<file path="config.mk">
export PLATFORM = sky130hd
export DESIGN_NAME = slot_bitmap_allocator
export DESIGN_NICKNAME = d
export VERILOG_FILES = /design/src/sv/sba_pkg.sv /design/src/sv/sba_ctrl.sv /design/src/sv/sba_datapath.sv /design/src/sv/slot_bitmap_allocator.sv
export SDC_FILE = /design/constraint.sdc
export NUM_CORES = 1
export LEC_CHECK = 0
export BUFFER_PORTS_ARGS = -buffer_cell sky130_fd_sc_hd__buf_2
export CELL_PAD_IN_SITES_DETAIL_PLACEMENT = 1
export CELL_PAD_IN_SITES_GLOBAL_PLACEMENT = 2
export CORE_ASPECT_RATIO = 2
export CORE_MARGIN = 2
export CORE_UTILIZATION = 43
export CTS_BUF_LIST = sky130_fd_sc_hd__clkbuf_2 sky130_fd_sc_hd__clkbuf_4 sky130_fd_sc_hd__clkbuf_8
export DETAILED_ROUTE_END_ITERATION = 7
export PLACE_DENSITY_LB_ADDON = 0.05
export SYNTH_ARGS = -nofsm -noshare
export SYNTH_HDL_FRONTEND = slang
export SYNTH_SLANG_ARGS = --single-unit
</file>
<file path="constraint.sdc">
create_clock -name clk -period 7.04 [get_ports clk]
set_input_delay 1.056 -clock clk [delete_from_list [all_inputs] [get_ports clk]]
set_output_delay 1.056 -clock clk [all_outputs]
set_load 0.01 [all_outputs]
</file>
<file path="src/sv/sba_pkg.sv">
// Shared types and constants for the slot bitmap allocator.
// No dependencies; imported by sba_ctrl, sba_datapath and slot_bitmap_allocator.
package sba_pkg;

  localparam int MAP_BITS   = 64;
  localparam int GROUP_BITS = 8;
  localparam int GROUPS     = MAP_BITS / GROUP_BITS;
  localparam int IDX_W      = 6;
  localparam int GLOW_W     = 3;
  localparam int PROD_W     = 22;

  localparam logic [1:0] FUNC_ALLOC   = 2'd0;
  localparam logic [1:0] FUNC_RELEASE = 2'd1;
  localparam logic [1:0] FUNC_CLEAR   = 2'd2;

  localparam logic [1:0] ST_DONE  = 2'd0;
  localparam logic [1:0] ST_FULL  = 2'd1;
  localparam logic [1:0] ST_RANGE = 2'd2;

  localparam logic CFG_SIZE = 1'b0;
  localparam logic CFG_BASE = 1'b1;

  typedef struct packed {
    logic load_in;
    logic scan;
    logic pick;
    logic mul;
    logic load_out;
  } cmd_t;

  typedef struct packed {
    logic out_full;
  } stat_t;

endpackage

</file>
<file path="src/sv/sba_ctrl.sv">
// Sequencer for the slot bitmap allocator: scan, pick, multiply, deliver.
// Depends on sba_pkg; drives the command struct of sba_datapath.
module sba_ctrl (
  input  logic          clk,
  input  logic          rst,
  input  logic          in_valid,
  output logic          in_ready,
  input  logic          out_ready,
  input  sba_pkg::stat_t stat,
  output sba_pkg::cmd_t  cmd
);
  import sba_pkg::*;

  localparam logic [2:0] S_IDLE = 3'd0;
  localparam logic [2:0] S_SCAN = 3'd1;
  localparam logic [2:0] S_PICK = 3'd2;
  localparam logic [2:0] S_MUL  = 3'd3;
  localparam logic [2:0] S_DONE = 3'd4;

  logic [2:0] state;
  logic [2:0] state_next;
  logic       out_free;
  logic       accept;

  assign out_free = !stat.out_full || out_ready;
  assign in_ready = (state == S_IDLE) || ((state == S_DONE) && out_free);
  assign accept   = in_valid && in_ready;

  always_comb begin
    cmd          = '0;
    cmd.load_in  = accept;
    state_next   = state;
    case (state)
      S_IDLE: begin
        if (accept) state_next = S_SCAN;
      end
      S_SCAN: begin
        cmd.scan   = 1'b1;
        state_next = S_PICK;
      end
      S_PICK: begin
        cmd.pick   = 1'b1;
        state_next = S_MUL;
      end
      S_MUL: begin
        cmd.mul    = 1'b1;
        state_next = S_DONE;
      end
      S_DONE: begin
        if (out_free) begin
          cmd.load_out = 1'b1;
          state_next   = accept ? S_SCAN : S_IDLE;
        end
      end
      default: state_next = S_IDLE;
    endcase
  end

  always_ff @(posedge clk) begin
    if (rst) begin
      state <= S_IDLE;
    end else begin
      state <= state_next;
    end
  end

endmodule

</file>
<file path="src/sv/sba_datapath.sv">
// Datapath of the slot bitmap allocator: map, two-level free search, address unit.
// Depends on sba_pkg; sequenced by sba_ctrl.
module sba_datapath #(
  parameter int SLOTS = 64
) (
  input  logic          clk,
  input  logic          rst,
  input  sba_pkg::cmd_t  cmd,
  output sba_pkg::stat_t stat,
  input  logic [1:0]    func,
  input  logic [6:0]    slot_index,
  input  logic          cfg_we,
  input  logic          cfg_index,
  input  logic [31:0]   cfg_data,
  input  logic          out_ready,
  output logic          out_valid,
  output logic [1:0]    status,
  output logic [5:0]    granted_index,
  output logic [31:0]   slot_address,
  output logic          only_first_used
);
  import sba_pkg::*;

  localparam logic [MAP_BITS-1:0] VALID_MASK =
    MAP_BITS'((65'd1 << SLOTS) - 65'd1);
  localparam logic [6:0] SLOTS_LIM = 7'(SLOTS);

  logic [15:0]            slot_size;
  logic [31:0]            slot_base;
  logic [SLOTS-1:0]       used_map;
  logic [SLOTS-1:0]       used_map_next;
  logic [1:0]             op_func;
  logic [6:0]             op_index;
  logic [GROUPS-1:0]      grp_any;
  logic [GROUPS-1:0][GLOW_W-1:0] grp_low;
  logic [GROUPS-1:0]      grp_any_next;
  logic [GROUPS-1:0][GLOW_W-1:0] grp_low_next;
  logic [MAP_BITS-1:0]    free_bits;
  logic [IDX_W-1:0]       sel;
  logic                   hit;
  logic [1:0]             status_next;
  logic [IDX_W-1:0]       granted_next;
  logic                   granted_ok_next;
  logic [1:0]             res_status;
  logic [IDX_W-1:0]       res_index;
  logic                   res_ok;
  logic                   res_only;
  logic [PROD_W-1:0]      product;

  assign free_bits     = ~MAP_BITS'(used_map) & VALID_MASK;
  assign stat.out_full = out_valid;

  always_ff @(posedge clk) begin
    if (rst) begin
      slot_size <= '0;
      slot_base <= '0;
    end else if (cfg_we) begin
      case (cfg_index)
        CFG_SIZE: slot_size <= cfg_data[15:0];
        CFG_BASE: slot_base <= cfg_data;
        default: ;
      endcase
    end
  end

  always_comb begin
    for (int g = 0; g < GROUPS; g++) begin
      grp_any_next[g] = |free_bits[g*GROUP_BITS +: GROUP_BITS];
      grp_low_next[g] = '0;
      for (int b = GROUP_BITS - 1; b >= 0; b--) begin
        if (free_bits[g*GROUP_BITS + b]) grp_low_next[g] = GLOW_W'(b);
      end
    end
  end

  always_comb begin
    sel = '0;
    for (int g = GROUPS - 1; g >= 0; g--) begin
      if (grp_any[g]) sel = {GLOW_W'(g), grp_low[g]};
    end
    hit = |grp_any;
  end

  always_comb begin
    used_map_next   = used_map;
    status_next     = ST_DONE;
    granted_next    = '0;
    granted_ok_next = 1'b0;
    case (op_func)
      FUNC_ALLOC: begin
        if (hit) begin
          granted_next    = sel;
          granted_ok_next = 1'b1;
          for (int i = 0; i < SLOTS; i++) begin
            if (sel == IDX_W'(i)) used_map_next[i] = 1'b1;
          end
        end else begin
          status_next = ST_FULL;
        end
      end
      FUNC_RELEASE: begin
        if (op_index >= SLOTS_LIM) begin
          status_next = ST_RANGE;
        end else begin
          for (int i = 0; i < SLOTS; i++) begin
            if (op_index == 7'(i)) used_map_next[i] = 1'b0;
          end
        end
      end
      FUNC_CLEAR: used_map_next = '0;
      default: ;
    endcase
  end

  always_ff @(posedge clk) begin
    if (rst) begin
      used_map <= '0;
    end else if (cmd.pick) begin
      used_map <= used_map_next;
    end
  end

  always_ff @(posedge clk) begin
    if (cmd.load_in) begin
      op_func  <= func;
      op_index <= slot_index;
    end
    if (cmd.scan) begin
      grp_any <= grp_any_next;
      grp_low <= grp_low_next;
    end
    if (cmd.pick) begin
      res_status <= status_next;
      res_index  <= granted_next;
      res_ok     <= granted_ok_next;
    end
    if (cmd.mul) begin
      product  <= PROD_W'(res_index) * PROD_W'(slot_size);
      res_only <= (used_map == SLOTS'(1));
    end
    if (cmd.load_out) begin
      status          <= res_status;
      granted_index   <= res_index;
      slot_address    <= res_ok ? (32'(product) + slot_base) : 32'd0;
      only_first_used <= res_only;
    end
  end

  always_ff @(posedge clk) begin
    if (rst) begin
      out_valid <= 1'b0;
    end else if (cmd.load_out) begin
      out_valid <= 1'b1;
    end else if (out_ready) begin
      out_valid <= 1'b0;
    end
  end

endmodule

</file>
<file path="src/sv/slot_bitmap_allocator.sv">
// Slot bitmap allocator top level: allocate lowest free slot, release, clear.
// Depends on sba_pkg, sba_ctrl and sba_datapath.
//
// Usage:
//   Input channel (in_valid/in_ready) carries func and slot_index; one beat
//   per operation. Output channel (out_valid/out_ready) returns one beat per
//   operation: status, granted_index, slot_address, only_first_used.
//   Config channel (cfg_valid/cfg_ready) writes slot_size (index 0) or
//   slot_base (index 1); cfg_ready is always high. Write config only idle.
//   Flow: an accepted beat passes the scan, pick and multiply steps of the
//   sequencer, then moves into the output register in the deliver step once
//   that register is free; one operation is in flight at a time, and the next
//   beat is taken in the cycle a result moves into the output register.
//   Output stall: a result waits in the output register; the sequencer holds
//   the following result until that register frees.
//   Reset: map empty, slot_size and slot_base zero, output empty.
module slot_bitmap_allocator #(
  parameter int SLOTS = 64
) (
  input  logic        clk,
  input  logic        rst,
  input  logic        in_valid,
  output logic        in_ready,
  input  logic [1:0]  func,
  input  logic [6:0]  slot_index,
  output logic        out_valid,
  input  logic        out_ready,
  output logic [1:0]  status,
  output logic [5:0]  granted_index,
  output logic [31:0] slot_address,
  output logic        only_first_used,
  input  logic        cfg_valid,
  output logic        cfg_ready,
  input  logic        cfg_index,
  input  logic [31:0] cfg_data
);
  import sba_pkg::*;

  cmd_t  cmd;
  stat_t stat;

  assign cfg_ready = 1'b1;

  sba_ctrl u_ctrl (
    .clk       (clk),
    .rst       (rst),
    .in_valid  (in_valid),
    .in_ready  (in_ready),
    .out_ready (out_ready),
    .stat      (stat),
    .cmd       (cmd)
  );

  sba_datapath #(
    .SLOTS (SLOTS)
  ) u_datapath (
    .clk             (clk),
    .rst             (rst),
    .cmd             (cmd),
    .stat            (stat),
    .func            (func),
    .slot_index      (slot_index),
    .cfg_we          (cfg_valid && cfg_ready),
    .cfg_index       (cfg_index),
    .cfg_data        (cfg_data),
    .out_ready       (out_ready),
    .out_valid       (out_valid),
    .status          (status),
    .granted_index   (granted_index),
    .slot_address    (slot_address),
    .only_first_used (only_first_used)
  );

endmodule

</file>
==> impl_metrics.csv <==
group,metric,value,unit
run_status,outcome,"finished, final reports clean",
final_layout,layout_common_cells,"218 x nand2_1, 116 x dfxtp_1, 114 x edfxtp_1, 113 x inv_1, 108 x a21oi_1",
yosys,synth_top_family_by_area,"simple AND/OR/NAND/NOR gates",
worst_setup_path,cp_max_fo,17,
place,hpwl,37.14,mm
worst_setup_path,cp_slowest_cell,"edfxtp_1",
yosys,netlist_instances,1612,
power,p_leak,6.473,nW
min_path,hold_path_class,"reg2reg",
power,ir_drop,0.1473,mV
clock_network,htreeDepth,2,
drt,drc_errors,0,
clock_network,cts_setup_buffers,0,
yosys,ys_ff_latch,230,
place,gp_congestion,0.8810,
timing,tns,0,ps
timing,setup_violations,0,
floorplan,num_rows,95,
yosys,synth_ff_type,"dfxtp_1",
drt,firstDrtPassIters,4,
timing,final_max_slew_viol_count,0,
clock_network,numCtsBuffers,38,
grt,grt_pass1_vias,13200,
yosys,synthAdderAreaFrac,12.69,%
worst_setup_path,end_kind,"flop",
worst_setup_path,crit_type,"reg2reg",
timing,worst_pin_slew,1264,ps
worst_setup_path,worstPathBufferInverterCount,2,
clock_network,clock-sinks,230,
grt,grt_max_degree,98,
yosys,synth-seq-area-share,39.44,%
yosys,async_flop_share,0,%
worst_setup_path,cp_common_cell,"fa_1",
worst_setup_path,reg2reg_from,"u_datapath.res_index[0]$_SDFFCE_PN0P_",
final_layout,fill_cells,3977,
clock_network,insertion_delay,580,ps
drt,vias,12140,
yosys,synth.area.mux_share,2.542,%
drt,drt_iter0_drc,312,
grt,grt_pass1_wl,72.32,mm
timing,whs,427.3,ps
clock_network,cts_tree,"done",
timing,max_freq,192.8,MHz
floorplan,core_area,33520,um2
yosys,synth_compound_area_share,15.77,%
floorplan,die_area,35460,um2
min_path,min_from,"u_datapath.res_status[1]$_DFFE_PP_",
final_layout,fin_nets,1845,
clock_network,clockRootBuffer,"clkbuf_8",
drt,wire_per_inst,21.80,um
worst_setup_path,cp_cell_sequence,"and2_1 -> fa_1 -> inv_1 -> fa_1 -> fa_1 -> inv_1 -> ha_1 -> nor2b_1 -> o31a_1 -> o21a_1 -> a21oi_1 -> o21ai_0 -> o2111ai_1 -> nand2_1 -> o311ai_0",
clock_network,cts_hold_buf,0,
clock_network,clock_path_buffers,3,
timing,fin_crit_sh,73.68,%
worst_setup_path,cp_top_family,"adder cells",
final_layout,final_common_cell,"nand2_1",
worst_setup_path,required,7380,ps
final_layout,areaGrowthSynthToFinish,10.88,%
floorplan,die_w,134.2,um
yosys,yosys_warnings,0,
timing,maxSlewHeadroom,14.61,%
worst_setup_path,crit_start,"u_datapath.res_index[0]$_SDFFCE_PN0P_",
drt,routed_wl,46.89,mm
yosys,yosys.area_share.simple,22.85,%
yosys,syn-num-nets,1772,
yosys,synthXorXnorAreaFrac,1.744,%
worst_setup_path,cp.arrival,5520,ps
grt,overflow,0,
worst_setup_path,worst_setup_path_start_kind,"flop",
worst_setup_path,max_stage_delay,620,ps
clock_network,path_clk_slew,60,ps
grt,antenna_found_initial,1,
power,p_per_area,199.7,nW/um2
final_layout,drive_above_1_share,11.49,%
yosys,synth-edff-count,114,
yosys,synth.avg_cell_area,9.037,um2
timing,finalHoldViolCount,0,
flow_run,max_cap_viol_count,0,
place,port_buffers,89,
drt,ant_nets,0,
floorplan,die_y,264.3,um
floorplan,start_util,43.46,%
grt,track_usage,26.81,%
clock_network,cts_resized,0,
timing,rsz0062_at_grt,"false",
timing,min_period,5187,ps
timing,finClkSkew,31.76,ps
drt,viasPerCell,5.643,
floorplan,pin_count,91,
yosys,synth.distinct_cells,75,
yosys,syn_area,14570,um2
routing by layer:
metal | part of all wire (%) | global-route usage (%) | routed length (um) | vias to the layer above
li1 | - | - | - | 5789
met1 | 30 | 22.06 | 14230 | 5990
met2 | 59 | 56.12 | 27780 | 232
met3 | 2.3 | 2.552 | 1094 | 127
met4 | 8.1 | 18.92 | 3779 | 0
met5 | 0 | 0 | 0 | -
synthesized netlist by cell type, drive strengths merged (7+ instances only):
| cell type | n | area [um2] |
|---|---|---|
| a21boi | 10 | 75.07 |
| a21o | 13 | 97.59 |
| a21oi | 112 | 575.6 |
| a31oi | 28 | 175.2 |
| and2 | 95 | 599.3 |
| and3 | 9 | 56.30 |
| and4 | 16 | 140.1 |
| buf | 7 | 55.05 |
| clkbuf | 62 | 232.7 |
| dfxtp | 116 | 2322 |
| edfxtp | 114 | 3423 |
| fa | 58 | 1161 |
| ha | 55 | 688.2 |
| inv | 113 | 424.2 |
| mux2i | 37 | 370.4 |
| nand2 | 218 | 818.3 |
| nand2b | 52 | 325.3 |
| nand3 | 55 | 275.3 |
| nand4 | 7 | 43.79 |
| nor2 | 85 | 319.1 |
| nor2b | 10 | 62.56 |
| nor3 | 40 | 205.2 |
| nor3b | 7 | 52.55 |
| nor4 | 23 | 143.9 |
| o2111ai | 7 | 61.31 |
| o211ai | 7 | 52.55 |
| o21a | 21 | 157.7 |
| o21ai | 113 | 569.3 |
| o31ai | 9 | 108.9 |
| or3 | 15 | 93.84 |
| xnor2 | 14 | 122.6 |
| xor2 | 15 | 131.4 |
worst paths after layout:
kind | to | slack [ps] | depth (start not counted)
setup / recovery | u_datapath.product[21]$_DFFE_PP_ | 1850 | 15
hold / removal | u_datapath.status[1]$_DFFE_PP_ | 430 | 0
setup reg to reg | u_datapath.product[21]$_DFFE_PP_ | 1850 | 15
hold reg to reg | u_datapath.status[1]$_DFFE_PP_ | 430 | 0
cell families (layout without fill, tap and decap cells):
group	Yosys count	in the layout
and+or+nand+nor	656	656
AOI/OAI and AO/OA	362	362
DFF	230	230
buffers and inverters	184	286
adders and majority gates	113	113
muxes	37	37
xor gates and xnor gates	29	29
other	1	2
where the power goes:
group          total (mW)  internal (mW)  switching (mW)  leakage, nW
Sequential           1.53           1.47          0.0622         1.99
Combinational       0.479          0.167           0.312         4.07
Clock                1.22          0.655           0.562        0.415
area by class of cell:
class	instances	area, um2	area share [%]
Clock buffer	61	726.9	4.500
Timing Repair Buffer	102	545.5	3.377
Clock inverter	8	40.04	0.2479
Inverter	115	431.7	2.672
Sequential cell	230	5746	35.57
Antenna cell	1	2.502	0.01549
Multi-Input combinational cell	1198	8115	50.24
Tap cell	436	545.5	3.377
metrics by stage:
stage / total power [mW] / setup slack (ps) / cells / utilization [%] / instance area (um2)
5_1_grt: 3.369 / 1571 / 2151 / 48.19 / 16150
3_5_place_dp: 2.040 / 1875 / 2081 / 45.89 / 15380
6_report: 3.226 / 1853 / 2151 / 48.19 / 16150
4_1_cts: 3.270 / 1818 / 2150 / 48.18 / 16150
3_3_place_gp: 2.024 / 2085 / 2081 / 45.89 / 15380
2_1_floorplan: 1.867 / 2824 / 1612 / - / 14570
state kept, by name (all words and copies together), names as in the netlist, 2 cells and up:
signal,cells
u_ctrl.state,3
u_datapath.slot_address,32
u_datapath.op_func,2
u_datapath.used_map,64
u_datapath.slot_base,32
u_datapath.grp_low,24
u_datapath.op_index,7
u_datapath.res_index,6
u_datapath.slot_size,16
u_datapath.granted_index,6
u_datapath.product,22
u_datapath.grp_any,8
u_datapath.status,2
u_datapath.res_status,2
(Power assumes the default switching activity.)
